$ cat config.mk
export PLATFORM = sky130hd
export DESIGN_NAME = sha1_message_digest_core
export DESIGN_NICKNAME = d
export VERILOG_FILES = /design/src/hdl/sha1md_pkg.sv /design/src/hdl/sha1md_sched.sv /design/src/hdl/sha1md_round.sv /design/src/hdl/sha1_message_digest_core.sv
export VERILOG_INCLUDE_DIRS = /design/src /design/src/hdl
export SDC_FILE = /design/constraint.sdc
export NUM_CORES = 2
export LEC_CHECK = 0
export BUFFER_PORTS_ARGS = -buffer_cell sky130_fd_sc_hd__buf_2
export CELL_PAD_IN_SITES_DETAIL_PLACEMENT = 1
export CELL_PAD_IN_SITES_GLOBAL_PLACEMENT = 2
export CORE_MARGIN = 2
export CORE_UTILIZATION = 47
export CTS_BUF_LIST = sky130_fd_sc_hd__clkbuf_4
export CTS_CLUSTER_DIAMETER = 120
export CTS_CLUSTER_SIZE = 12
export DETAILED_ROUTE_END_ITERATION = 8
export GPL_ROUTABILITY_DRIVEN = 0
export PLACE_DENSITY = 0.89
export SLEW_MARGIN = 10
export SYNTH_ARGS = -nofsm -noshare
export SYNTH_HDL_FRONTEND = slang
export SYNTH_SLANG_ARGS = --single-unit
$ cat constraint.sdc
create_clock -name clk -period 8.9 [get_ports clk]
set_input_delay 0 -clock clk [delete_from_list [all_inputs] [get_ports clk]]
set_output_delay 0 -clock clk [all_outputs]
set_load 0.01 [all_outputs]
$ cat src/hdl/sha1_message_digest_core_assert.svh
// Assertion macros shared by the SHA-1 digest core RTL
`ifndef SHA1_MESSAGE_DIGEST_CORE_ASSERT_SVH
`define SHA1_MESSAGE_DIGEST_CORE_ASSERT_SVH

// Same-cycle implication, sampled on clk, off while arst_n is low
`define SHA1MD_ASSERT_IMP(label, ante, cons, msg) \
	label: assert property (@(posedge clk) disable iff (!arst_n) (ante) |-> (cons)) \
		else $error(msg);

// Next-cycle implication, sampled on clk, off while arst_n is low
`define SHA1MD_ASSERT_NXT(label, ante, cons, msg) \
	label: assert property (@(posedge clk) disable iff (!arst_n) (ante) |=> (cons)) \
		else $error(msg);

`endif

$ cat src/hdl/sha1md_pkg.sv
// Types, constants and round functions of the SHA-1 digest core
`timescale 1ns / 1ps
package sha1md_pkg;

	localparam int NUM_WORDS = 5;
	localparam int NUM_ROUNDS = 80;
	localparam logic [2:0] LAST_IDX = 3'd4;
	localparam logic [5:0] LEN_POS = 6'd56;
	localparam logic [5:0] FILL_TOP = 6'd63;
	localparam logic [6:0] ROUND_TOP = 7'd79;
	localparam logic [7:0] PAD_MARK = 8'h80;

	localparam logic [NUM_WORDS-1:0][31:0] IV = {
		32'hC3D2E1F0, 32'h10325476, 32'h98BADCFE, 32'hEFCDAB89, 32'h67452301
	};

	localparam logic [31:0] K0 = 32'h5A827999;
	localparam logic [31:0] K1 = 32'h6ED9EBA1;
	localparam logic [31:0] K2 = 32'h8F1BBCDC;
	localparam logic [31:0] K3 = 32'hCA62C1D6;

	typedef struct packed {
		logic [7:0] data_byte;
		logic       has_byte;
		logic       is_last;
	} msg_t;

	typedef struct packed {
		logic [31:0] digest_word;
		logic [2:0]  word_index;
		logic        last_word;
	} digest_t;

	typedef enum logic [4:0] {
		ST_IDLE  = 5'b00001,
		ST_COMP  = 5'b00010,
		ST_FINAL = 5'b00100,
		ST_PAD   = 5'b01000,
		ST_OUT   = 5'b10000
	} state_t;

	typedef struct packed {
		logic wr_en;
		logic shift;
	} sched_ctrl_t;

	typedef struct packed {
		logic       load;
		logic       step;
		logic [6:0] rnd;
	} round_ctrl_t;

	function automatic logic [31:0] round_k(input logic [6:0] rnd);
		logic [31:0] k;
		if (rnd < 7'd20) k = K0;
		else if (rnd < 7'd40) k = K1;
		else if (rnd < 7'd60) k = K2;
		else k = K3;
		return k;
	endfunction

	function automatic logic [31:0] round_f(input logic [6:0] rnd, input logic [31:0] b,
		input logic [31:0] c, input logic [31:0] d);
		logic [31:0] f;
		if (rnd < 7'd20) f = (b & c) | (~b & d);
		else if (rnd >= 7'd40 && rnd < 7'd60) f = (b & c) | (b & d) | (c & d);
		else f = b ^ c ^ d;
		return f;
	endfunction

endpackage

$ cat src/hdl/sha1md_sched.sv
// Block buffer and message schedule window of the SHA-1 digest core
`timescale 1ns / 1ps
module sha1md_sched (
	input  logic                      clk,
	input  sha1md_pkg::sched_ctrl_t   ctrl,
	input  logic [5:0]                wr_addr,
	input  logic [7:0]                wr_data,
	output logic [31:0]               wt
);

	logic [15:0][31:0] words_q;
	logic [31:0]       mix;
	logic [31:0]       next_word;

	assign wt = words_q[0];
	assign mix = words_q[13] ^ words_q[8] ^ words_q[2] ^ words_q[0];
	assign next_word = {mix[30:0], mix[31]};

	// Bytes land big-endian; during rounds the window slides one word a cycle
	always_ff @(posedge clk) begin
		if (ctrl.shift) begin
			for (int i = 0; i < 15; i++) begin
				words_q[i] <= words_q[i+1];
			end
			words_q[15] <= next_word;
		end else if (ctrl.wr_en) begin
			words_q[wr_addr[5:2]][{~wr_addr[1:0], 3'b000} +: 8] <= wr_data;
		end
	end

endmodule

$ cat src/hdl/sha1md_round.sv
// Shared SHA-1 round unit with its working variables
`timescale 1ns / 1ps
module sha1md_round (
	input  logic                                        clk,
	input  sha1md_pkg::round_ctrl_t                     ctrl,
	input  logic [sha1md_pkg::NUM_WORDS-1:0][31:0]      chain,
	input  logic [31:0]                                 wt,
	output logic [sha1md_pkg::NUM_WORDS-1:0][31:0]      work
);

	logic [31:0] a_q, b_q, c_q, d_q, e_q;
	logic [31:0] sum;

	assign sum = {a_q[26:0], a_q[31:27]} + sha1md_pkg::round_f(ctrl.rnd, b_q, c_q, d_q)
		+ e_q + sha1md_pkg::round_k(ctrl.rnd) + wt;

	assign work = {e_q, d_q, c_q, b_q, a_q};

	always_ff @(posedge clk) begin
		if (ctrl.load) begin
			a_q <= chain[0];
			b_q <= chain[1];
			c_q <= chain[2];
			d_q <= chain[3];
			e_q <= chain[4];
		end else if (ctrl.step) begin
			e_q <= d_q;
			d_q <= c_q;
			c_q <= {b_q[1:0], b_q[31:2]};
			b_q <= a_q;
			a_q <= sum;
		end
	end

endmodule

$ cat src/hdl/sha1_message_digest_core.sv
// SHA-1 digest core: one message byte per item, five digest words per message
// Flow: a byte that leaves the block short is only written into the block buffer; a byte that fills it
//   also starts compression (load, 80 rounds on the one shared round unit, chain update).
// Closing a message writes the padding bytes, compresses each padded block and sends out the five words.
// Throughput: 1 byte per cycle while idle; msg_stall holds input off during compression, padding and output.
// Reset: chaining words to the SHA-1 initial values, byte and fill counts to zero.
//   The block buffer is not cleared; every entry is written before it is read.
`timescale 1ns / 1ps
`include "sha1_message_digest_core_assert.svh"
module sha1_message_digest_core (
	input  logic                  clk,
	input  logic                  arst_n,
	input  logic                  msg_valid,
	output logic                  msg_stall,
	input  sha1md_pkg::msg_t      msg_item,
	output logic                  digest_valid,
	input  logic                  digest_stall,
	output sha1md_pkg::digest_t   digest_item
);

	sha1md_pkg::state_t state_q, ret_q;
	logic [6:0]  round_q;
	logic [5:0]  fill_q;
	logic [63:0] count_q;
	logic        sent80_q;
	logic        len_q;
	logic [2:0]  widx_q;
	logic [sha1md_pkg::NUM_WORDS-1:0][31:0] chain_q;
	logic [sha1md_pkg::NUM_WORDS-1:0][31:0] work;
	logic        digest_valid_q;
	sha1md_pkg::digest_t digest_q;

	sha1md_pkg::sched_ctrl_t sched_ctrl;
	sha1md_pkg::round_ctrl_t round_ctrl;
	logic [31:0] wt;

	logic        msg_acc;
	logic        push_en;
	logic [7:0]  push_data;
	logic        full;
	logic        byte_is_len;
	logic        last_len;
	logic [63:0] bit_len;
	logic [7:0]  len_byte;
	logic        out_load;

	assign msg_stall = (state_q != sha1md_pkg::ST_IDLE);
	assign msg_acc = msg_valid && !msg_stall;

	assign bit_len = {count_q[60:0], 3'b000};
	assign len_byte = bit_len[{~fill_q[2:0], 3'b000} +: 8];
	assign byte_is_len = len_q || (sent80_q && fill_q == sha1md_pkg::LEN_POS);
	assign last_len = byte_is_len && fill_q == sha1md_pkg::FILL_TOP;

	always_comb begin
		push_en = 1'b0;
		push_data = msg_item.data_byte;
		if (state_q == sha1md_pkg::ST_IDLE) begin
			push_en = msg_acc && msg_item.has_byte;
		end else if (state_q == sha1md_pkg::ST_PAD) begin
			push_en = 1'b1;
			if (!sent80_q) push_data = sha1md_pkg::PAD_MARK;
			else if (byte_is_len) push_data = len_byte;
			else push_data = 8'h00;
		end
	end

	assign full = push_en && fill_q == sha1md_pkg::FILL_TOP;

	assign sched_ctrl.wr_en = push_en;
	assign sched_ctrl.shift = (state_q == sha1md_pkg::ST_COMP);
	assign round_ctrl.load = full;
	assign round_ctrl.step = (state_q == sha1md_pkg::ST_COMP);
	assign round_ctrl.rnd = round_q;

	sha1md_sched u_sched (
		.clk     (clk),
		.ctrl    (sched_ctrl),
		.wr_addr (fill_q),
		.wr_data (push_data),
		.wt      (wt)
	);

	sha1md_round u_round (
		.clk   (clk),
		.ctrl  (round_ctrl),
		.chain (chain_q),
		.wt    (wt),
		.work  (work)
	);

	assign out_load = (state_q == sha1md_pkg::ST_OUT) && (!digest_valid_q || !digest_stall);

	always_ff @(posedge clk or negedge arst_n) begin
		if (!arst_n) begin
			state_q  <= sha1md_pkg::ST_IDLE;
			ret_q    <= sha1md_pkg::ST_IDLE;
			round_q  <= '0;
			fill_q   <= '0;
			count_q  <= '0;
			sent80_q <= 1'b0;
			len_q    <= 1'b0;
			widx_q   <= '0;
			chain_q  <= sha1md_pkg::IV;
		end else begin
			if (push_en) fill_q <= fill_q + 6'd1;
			if (msg_acc && msg_item.has_byte) count_q <= count_q + 64'd1;
			unique case (state_q)
				sha1md_pkg::ST_IDLE: begin
					if (msg_acc) begin
						if (full) begin
							state_q <= sha1md_pkg::ST_COMP;
							ret_q <= msg_item.is_last ? sha1md_pkg::ST_PAD : sha1md_pkg::ST_IDLE;
						end else if (msg_item.is_last) begin
							state_q <= sha1md_pkg::ST_PAD;
						end
					end
				end
				sha1md_pkg::ST_PAD: begin
					sent80_q <= 1'b1;
					if (byte_is_len) len_q <= 1'b1;
					if (full) begin
						state_q <= sha1md_pkg::ST_COMP;
						ret_q <= last_len ? sha1md_pkg::ST_OUT : sha1md_pkg::ST_PAD;
					end
				end
				sha1md_pkg::ST_COMP: begin
					// advance one round a cycle; leave after the last
					if (round_q == sha1md_pkg::ROUND_TOP) begin
						round_q <= '0;
						state_q <= sha1md_pkg::ST_FINAL;
					end else begin
						round_q <= round_q + 7'd1;
					end
				end
				sha1md_pkg::ST_FINAL: begin
					for (int i = 0; i < sha1md_pkg::NUM_WORDS; i++) begin
						chain_q[i] <= chain_q[i] + work[i];
					end
					widx_q <= '0;
					state_q <= ret_q;
				end
				sha1md_pkg::ST_OUT: begin
					if (out_load) begin
						widx_q <= widx_q + 3'd1;
						if (widx_q == sha1md_pkg::LAST_IDX) begin
							// digest gone out: start a fresh message
							state_q  <= sha1md_pkg::ST_IDLE;
							chain_q  <= sha1md_pkg::IV;
							count_q  <= '0;
							sent80_q <= 1'b0;
							len_q    <= 1'b0;
						end
					end
				end
				default: state_q <= sha1md_pkg::ST_IDLE;
			endcase
		end
	end

	always_ff @(posedge clk or negedge arst_n) begin
		if (!arst_n) begin
			digest_valid_q <= 1'b0;
		end else if (out_load) begin
			digest_valid_q <= 1'b1;
		end else if (!digest_stall) begin
			digest_valid_q <= 1'b0;
		end
	end

	always_ff @(posedge clk) begin
		if (out_load) begin
			digest_q.digest_word <= chain_q[widx_q];
			digest_q.word_index  <= widx_q;
			digest_q.last_word   <= (widx_q == sha1md_pkg::LAST_IDX);
		end
	end

	assign digest_valid = digest_valid_q;
	assign digest_item = digest_q;

	`SHA1MD_ASSERT_NXT(a_round_end, state_q == sha1md_pkg::ST_COMP && round_q == sha1md_pkg::ROUND_TOP, state_q == sha1md_pkg::ST_FINAL, "compression did not close after the last round")
	`SHA1MD_ASSERT_IMP(a_round_idle, state_q != sha1md_pkg::ST_COMP, round_q == 7'd0, "round counter running outside compression")
	`SHA1MD_ASSERT_IMP(a_out_fill, state_q == sha1md_pkg::ST_OUT, fill_q == 6'd0 && len_q, "digest out with a partly filled block")
	`SHA1MD_ASSERT_NXT(a_last_word, out_load, digest_item.last_word == (digest_item.word_index == sha1md_pkg::LAST_IDX), "last word flag out of step with word index")
	`SHA1MD_ASSERT_IMP(a_len_order, len_q, sent80_q, "length bytes before the padding mark")

endmodule
# == After elaboration in Yosys (flattened, before gate mapping) ==
# Index checks and enable logic that the tools add are counted.
# classes
n_lt_le_gt_ge,7
reduce_logical,24
n_mux,59
shifts,3
eq_ne,19
n_addsub,14
bitwise,15
# ops
cell,n
$mux W512,2
$bwmux W512,1
$mux W32,16
$mux W160,2
$pmux W160 S2,1
$add A32 B32 Y32,9
$mux W64,4
$xor A32 B32 Y32,5
$and A32 B32 Y32,4
$demux W32 S4,1
$bmux W32 S3,1
$or A32 B32 Y32,3
$add A64 B1 Y64 const B,1
$shiftx A64 B7 Y8,1
$mux W5,11
$mux W8,4
$not A32 Y32,1
$shift A8 B7 Y32 const A,1
$shiftx A8 B7 Y32,1
$mux W31,1
$pmux W5 S5,1
$lt A7 B6 Y1 const B,2
$eq A6 B6 Y1 const B,2
$ne A2 B2 Y1 const B,5
other kinds (36),61
# totals
elab_cells,179
output_inout_bits,38
register_bits,961

# == Depth between registers and ports, before layout ==
# depth
depth_word,11
ltp_mapped,27

# == By module ==
# Synthesis repeated with hierarchy kept, for this count alone.
# hier_totals
hier_cells,5309
hier_area_um2,56395.3
# by_module_without_submodules
mod,cells_per_inst,seq_area_each_um2,instances,area_per_inst_um2
sha1md_sched,1823,15374.7,1,22887.0
sha1_message_digest_core,2406,7389.6,1,21086.5
sha1md_round,1080,4804.6,1,12421.9

# == Worst setup path after synthesis ==
# OpenSTA, ideal clock, no wires.
# synth_path
path_kind,flip-flop to flip-flop
from,register state_q[2]
to,"register u_round.a_q[0], enable pin"
path_stages_with_launch,10
required_ns,8.374
path_buffers,3
setup_time_ns,0.526
arrival_ns,5.578
setup_slack_ns,2.796
path_cell_list,dfrtp_1 -> or3_4 -> or3_1 -> clkbuf_1 -> or2_1 -> nand2_4 -> nand3_4 -> clkbuf_1 -> buf_1 -> nand2_1
# synth_via
elab_chain_len,7
word_cells_on_any_way,11
cone_classes,eq/ne (4); mux (2); reduce/logical (5)
# synth_rtl
element,line,source
"start, declared",sha1_message_digest_core.sv:21,"sha1md_pkg::state_t state_q, ret_q;"
"start signal, assigned",sha1_message_digest_core.sv:96,state_q <= sha1md_pkg::ST_IDLE;
"start signal, assigned",sha1_message_digest_core.sv:112,state_q <= sha1md_pkg::ST_COMP;
"start signal, assigned",sha1_message_digest_core.sv:115,state_q <= sha1md_pkg::ST_PAD;
$ne A5 B1 Y1,sha1_message_digest_core.sv:47,assign msg_stall = (state_q != sha1md_pkg::ST_IDLE);
net msg_stall,sha1_message_digest_core.sv:14,"output logic msg_stall,"
$logic_not A1 Y1,sha1_message_digest_core.sv:48,assign msg_acc = msg_valid && !msg_stall;
$logic_and A1 B1 Y1,sha1_message_digest_core.sv:48,
$logic_and A1 B1 Y1,sha1_message_digest_core.sv:59,push_en = msg_acc && msg_item.has_byte;
$mux W1,sha1_message_digest_core.sv:58,if (state_q == sha1md_pkg::ST_IDLE) begin
$logic_and A1 B1 Y1,sha1_message_digest_core.sv:68,assign full = push_en && fill_q == sha1md_pkg::FILL_TOP;
$reduce_bool A2 Y1 (no source line),--,
"end signal, assigned",sha1md_round.sv:21,a_q <= chain[0];
"end signal, assigned",sha1md_round.sv:31,a_q <= sum;
"end, declared",sha1md_round.sv:11,"logic [31:0] a_q, b_q, c_q, d_q, e_q;"
# The timed path passes the listed nets, and every way through them passes these cells.
# A chain may end at the register's enable or synchronous reset.

# == Worst setup path in the final report ==
# layout_path
from,register round_q[4]
to,"register u_round.a_q[28], data pin"
# layout_via
elab_chain_len,10
word_cells_on_any_way,16
cone_classes,add/sub (4); order compare (4); mux (7); reduce/logical (1)
# layout_rtl
element,line,source
"start, declared",sha1_message_digest_core.sv:22,logic [6:0] round_q;
"start signal, assigned",sha1_message_digest_core.sv:133,round_q <= round_q + 7'd1;
$ge A7 B6 Y1 or $lt A7 B6 Y1 (tied branches),"sha1md_pkg.sv:66, sha1md_pkg.sv:57",
$logic_and A1 B1 Y1,sha1md_pkg.sv:66,else if (rnd >= 7'd40 && rnd < 7'd60) f = (b & c) | (b & d) | (c & d);
$mux W32,sha1md_pkg.sv:66,
$mux W32,sha1md_pkg.sv:65,if (rnd < 7'd20) f = (b & c) | (~b & d);
$add A32 B32 Y32,sha1md_round.sv:14,"assign sum = {a_q[26:0], a_q[31:27]} + sha1md_pkg::round_f(ctrl.rnd, b_q, c_q, d_q)"
$add A32 B32 Y32,sha1md_round.sv:15,+ e_q + sha1md_pkg::round_k(ctrl.rnd) + wt;
$add A32 B32 Y32 (*) (2 in series),sha1md_round.sv:15,
$mux W32 (*),sha1md_round.sv:26,end else if (ctrl.step) begin
$mux W32 (*),sha1md_round.sv:20,if (ctrl.load) begin
# Every way passes the cells marked *; elsewhere a longest branch is shown, timed or not. The select of a mux whose other input is x is not followed.

==> reports/results.md <==
Run status
• result of the run: complete, no violations

Global routing
• via count of the first global-routing pass: 43100
• Total GRT Usage: 29.8%
• total grt overflow: 0
• wire length of the first global-routing pass: 268000 um
• antenna violations before repair: 3
• maximum number of pins on one net before global-route repair: 204

Drt
• Iteration-0 DRC Markers: 3754
• first-pass iteration count of the detailed router: 5
• Routed WL per cell: 25.2 um
• number of vias per cell after detailed routing: 6.02
• DRT Wirelength: 176000 um
• final antenna-violating net count: 0
• post-detailed-route DRC marker count: 0
• Vias: 42000

Synth
• post-synthesis cell type with the largest combined area: edfxtp_1
• fraction of synthesis flops using an asynchronous set or reset pin: 25.9%
• prevailing post-synth register cell: edfxtp_1
• Avg Cell Area, Syn: 10.0 um2
• share of Yosys cell area claimed by the top area cell type: 39.0%
• number of synthesized register bits: 956
• count of synthesis-stage warnings from yosys: 0
• gate count after technology mapping: 5437
• largest cells by area after synthesis: edfxtp_1 39%, dfrtp_1 7.6%, nand2_1 7.6%
• EDFF count, synth: 708
• Post-Syn Nets: 5779
• count of distinct cell types in the synthesized netlist: 94
• cell area after synthesis: 54500 um2
• share of the yosys chip area belonging to registers: 50.6%

STA
• slew margin rel.: 17.0%
• setup_tns: 0 ns
• unrepaired setup endpoints after global routing: false
• max-slew violation total from the final report: 0
• Final Hold Fails: 0
• final setup vio count: 0
• Fmax: 0.139 GHz
• largest clock skew in the final design: 0.0578 ns
• time the worst path needs with I/O delays and setup: 7.22 ns
• transition time at the pin with the least slew margin: 1.23 ns
• portion of the clock cycle consumed by the worst path in the final layout: 81.1%

Finish
• Layout Area Growth over Synthesis: 5.71%
• Layout Utilization: 50.2%
• number of nets at the end of the flow: 5737
• post-route cell area: 57600 um2
• most frequent standard cell in the layout excluding fill and tap cells: nand2_1
• commonest non-fill, non-tap cells in the layout: 1095 x nand2_1, 785 x o21ai_0, 708 x edfxtp_1, 284 x nor2_1, 262 x inv_1
• fraction of final layout cells with drive strength greater than 1: 7.54%

Clocking
• Post-CTS Setup Bufs: 0
• clock buffers created by TritonCTS: 89
• post-cts gate resize count: 0
• Clock Path Buffers: 3
• clock tree sinks: 956
• number of levels the H-tree was split into: 3
• hold buffers post-CTS: 13
• Worst-path clk slew: 0.17 ns
• worst skew pair latency: 1.10 ns
• CTS tree: yes
• CTS root buf: clkbuf_4

Floorplan
• die width: 345 um
• die boundary height: 345 um
• io pins: 52
• initial standard-cell utilization of the core: 47.5%
• area of the placeable core: 115000 um2
• Total Die Area: 119000 um2
• num rows: 124

Worst setup path
• CP Capture Type: flop
• crit path max fanout: 26
• delay-heaviest family, CP: compound AO/OA/AOI/OAI gates
• worst path cell trace: a41oi_1 -> and2_1 -> buf_4 -> nor2_2 -> buf_4 -> a221oi_1 -> fa_1 -> inv_1 -> fa_1 -> inv_1 -> fa_1 -> inv_1 -> ha_1 -> a21o_1 -> a21oi_1 -> o21ai_0 -> a211oi_1 -> o2111ai_1 -> a311o_1 -> a2111oi_0 -> o41ai_1 -> xnor2_1 -> o21ai_0
• beginning of the worst register-to-register path: round_q[4]$_DFFE_PN0P_
• Worst Path Class, Setup: flop to flop
• required time at the endpoint of the critical path: 9.74 ns
• startpoint class of the critical path: flop
• delay of the slowest cell on the worst path: 0.69 ns
• startpoint of the most critical setup path: round_q[4]$_DFFE_PN0P_
• arrival time reported for the critical path endpoint: 8.06 ns
• Critical path buffers and inverters: 5
• cell with the largest stage delay on the worst path: a211oi_1

Worst hold path
• path type of the worst min-delay path: input port to flop
• launch point of the worst hold path: msg_item[8]

Pwr
• Peak VDD IR: 0.112 mV
• Pwr Density: 150 nW/um2
• leakage dissipation: 0.0218 uW

Flow run
• max_cap viols: 0

Placement
• quantity of I/O buffers inserted on ports: 51
• cell area reported after detailed placement: 56200 um2
• dpl hpwl: 124000 um

==> worst register-to-register path, cell delays in order (launching register included) <==
cell,delay (ns)
dfrtp_1,0.50
a41oi_1,0.62
and2_1,0.22
buf_4,0.33
nor2_2,0.07
buf_4,0.24
a221oi_1,0.39
fa_1,0.47
inv_1,0.08
fa_1,0.41
inv_1,0.10
fa_1,0.46
inv_1,0.08
ha_1,0.22
a21o_1,0.18
a21oi_1,0.21
o21ai_0,0.16
a211oi_1,0.69
o2111ai_1,0.39
a311o_1,0.44
a2111oi_0,0.38
o41ai_1,0.13
xnor2_1,0.14
o21ai_0,0.08
==> flip-flops by register name, summed over array words and instances, names as in the netlist, 5 cells and up <==
register,cells
chain_q,160
count_q,61
digest_item,36
fill_q,6
round_q,7
state_q,5
u_round.a_q,32
u_round.b_q,32
u_round.c_q,32
u_round.d_q,32
u_round.e_q,32
u_sched.words_q,480
u_sched.wt,32
==> kinds of logic (layout without fill, tap and decap cells) <==
logic type      Yosys count  in the layout  synth area share [%]
buf+inv                 510            535                  3.55
fa+ha+maj               328            328                  9.14
other cells               0              8                     0
compound gates         1453           1453                  15.4
mux                     123            123                  2.56
xor+xnor                322            322                  5.17
flops                   956            956                  50.6
simple gates           1745           1745                  13.6
==> report_power, final <==
group	leakage, uW	total [uW]	switching, uW	internal (uW)
combinational	0.0117	1340	1010	331
clock	0.000727	2370	1570	795
sequential	0.00931	4950	111	4840
==> routing by layer <==
metal / vias up / global-route usage, % / routed length [um]
met3: 305 / 3.56 / 9680
met1: 21300 / 40.8 / 76100
met2: 1259 / 48.4 / 82800
met4: 0 / 11.7 / 7360
met5: - / 0 / 0
li1: 19100 / - / -
==> cell usage after synthesis, drive strengths merged (6+ instances only) <==
cell type / number
o221ai: 7
nor2b: 28
a211o: 6
nand2b: 34
nor3: 60
o211ai: 11
edfxtp: 708
a31oi: 19
clkbuf: 207
or3: 26
buf: 40
a221oi: 17
or2: 6
o31ai: 18
fa: 117
o22ai: 69
dfstp: 82
o21bai: 23
dfrtp: 166
a221o: 11
xor2: 127
o21a: 23
nand3: 101
nand2: 1101
xnor2: 195
nor2: 290
nor4: 9
a21o: 86
mux2i: 109
mux4: 13
ha: 211
o22a: 7
nand4: 20
inv: 263
and3: 22
o21ai: 810
and2: 16
a21oi: 254
a22o: 6
and4: 9
a211oi: 28
==> metrics by stage <==
| step | hold slack [ns] | std cells | total power (uW) | setup slack, ns |
|---|---|---|---|---|
| finish | 0.0630 | 6982 | 8660 | 1.68 |
| global route | 0.0501 | 6981 | 8950 | 1.19 |
| CTS | 0.00536 | 6974 | 8680 | 1.62 |
| detailed placement | 0.0427 | 6803 | 6350 | 1.64 |
| global placement | 0.0359 | 6803 | 6320 | 1.67 |
| floorplan | -0.296 | 5437 | 5780 | 2.80 |
==> worst paths after layout <==
path,end,slack [ns],cells after the start
worst max register to register,u_round.a_q[28]$_DFFE_PP_,1.68,23
worst max-delay path,u_round.a_q[28]$_DFFE_PP_,1.68,23
worst min-delay path,u_sched.words_q[510]$_DFFE_PP_,0.06,6
min in group asynchronous,count_q[46]$_DFF_PN0_,0.11,4
max in group asynchronous,chain_q[127]$_DFFE_PN0P_,7.89,4
worst min register to register,state_q[3]$_DFFE_PN0P_,0.52,1
==> final cells by class <==
| class | count | area, um2 |
|---|---|---|
| fill | 12800 | 57000 |
| timing repair buffer | 114 | 851 |
| inverter | 263 | 987 |
| clock inverter | 6 | 66.3 |
| clock buffer | 152 | 1140 |
| multi-input combinational | 3971 | 25100 |
| antenna | 8 | 20.0 |
| sequential | 956 | 27600 |
| tap | 1512 | 1890 |
No activity file was read; power rests on OpenSTA's default activity.
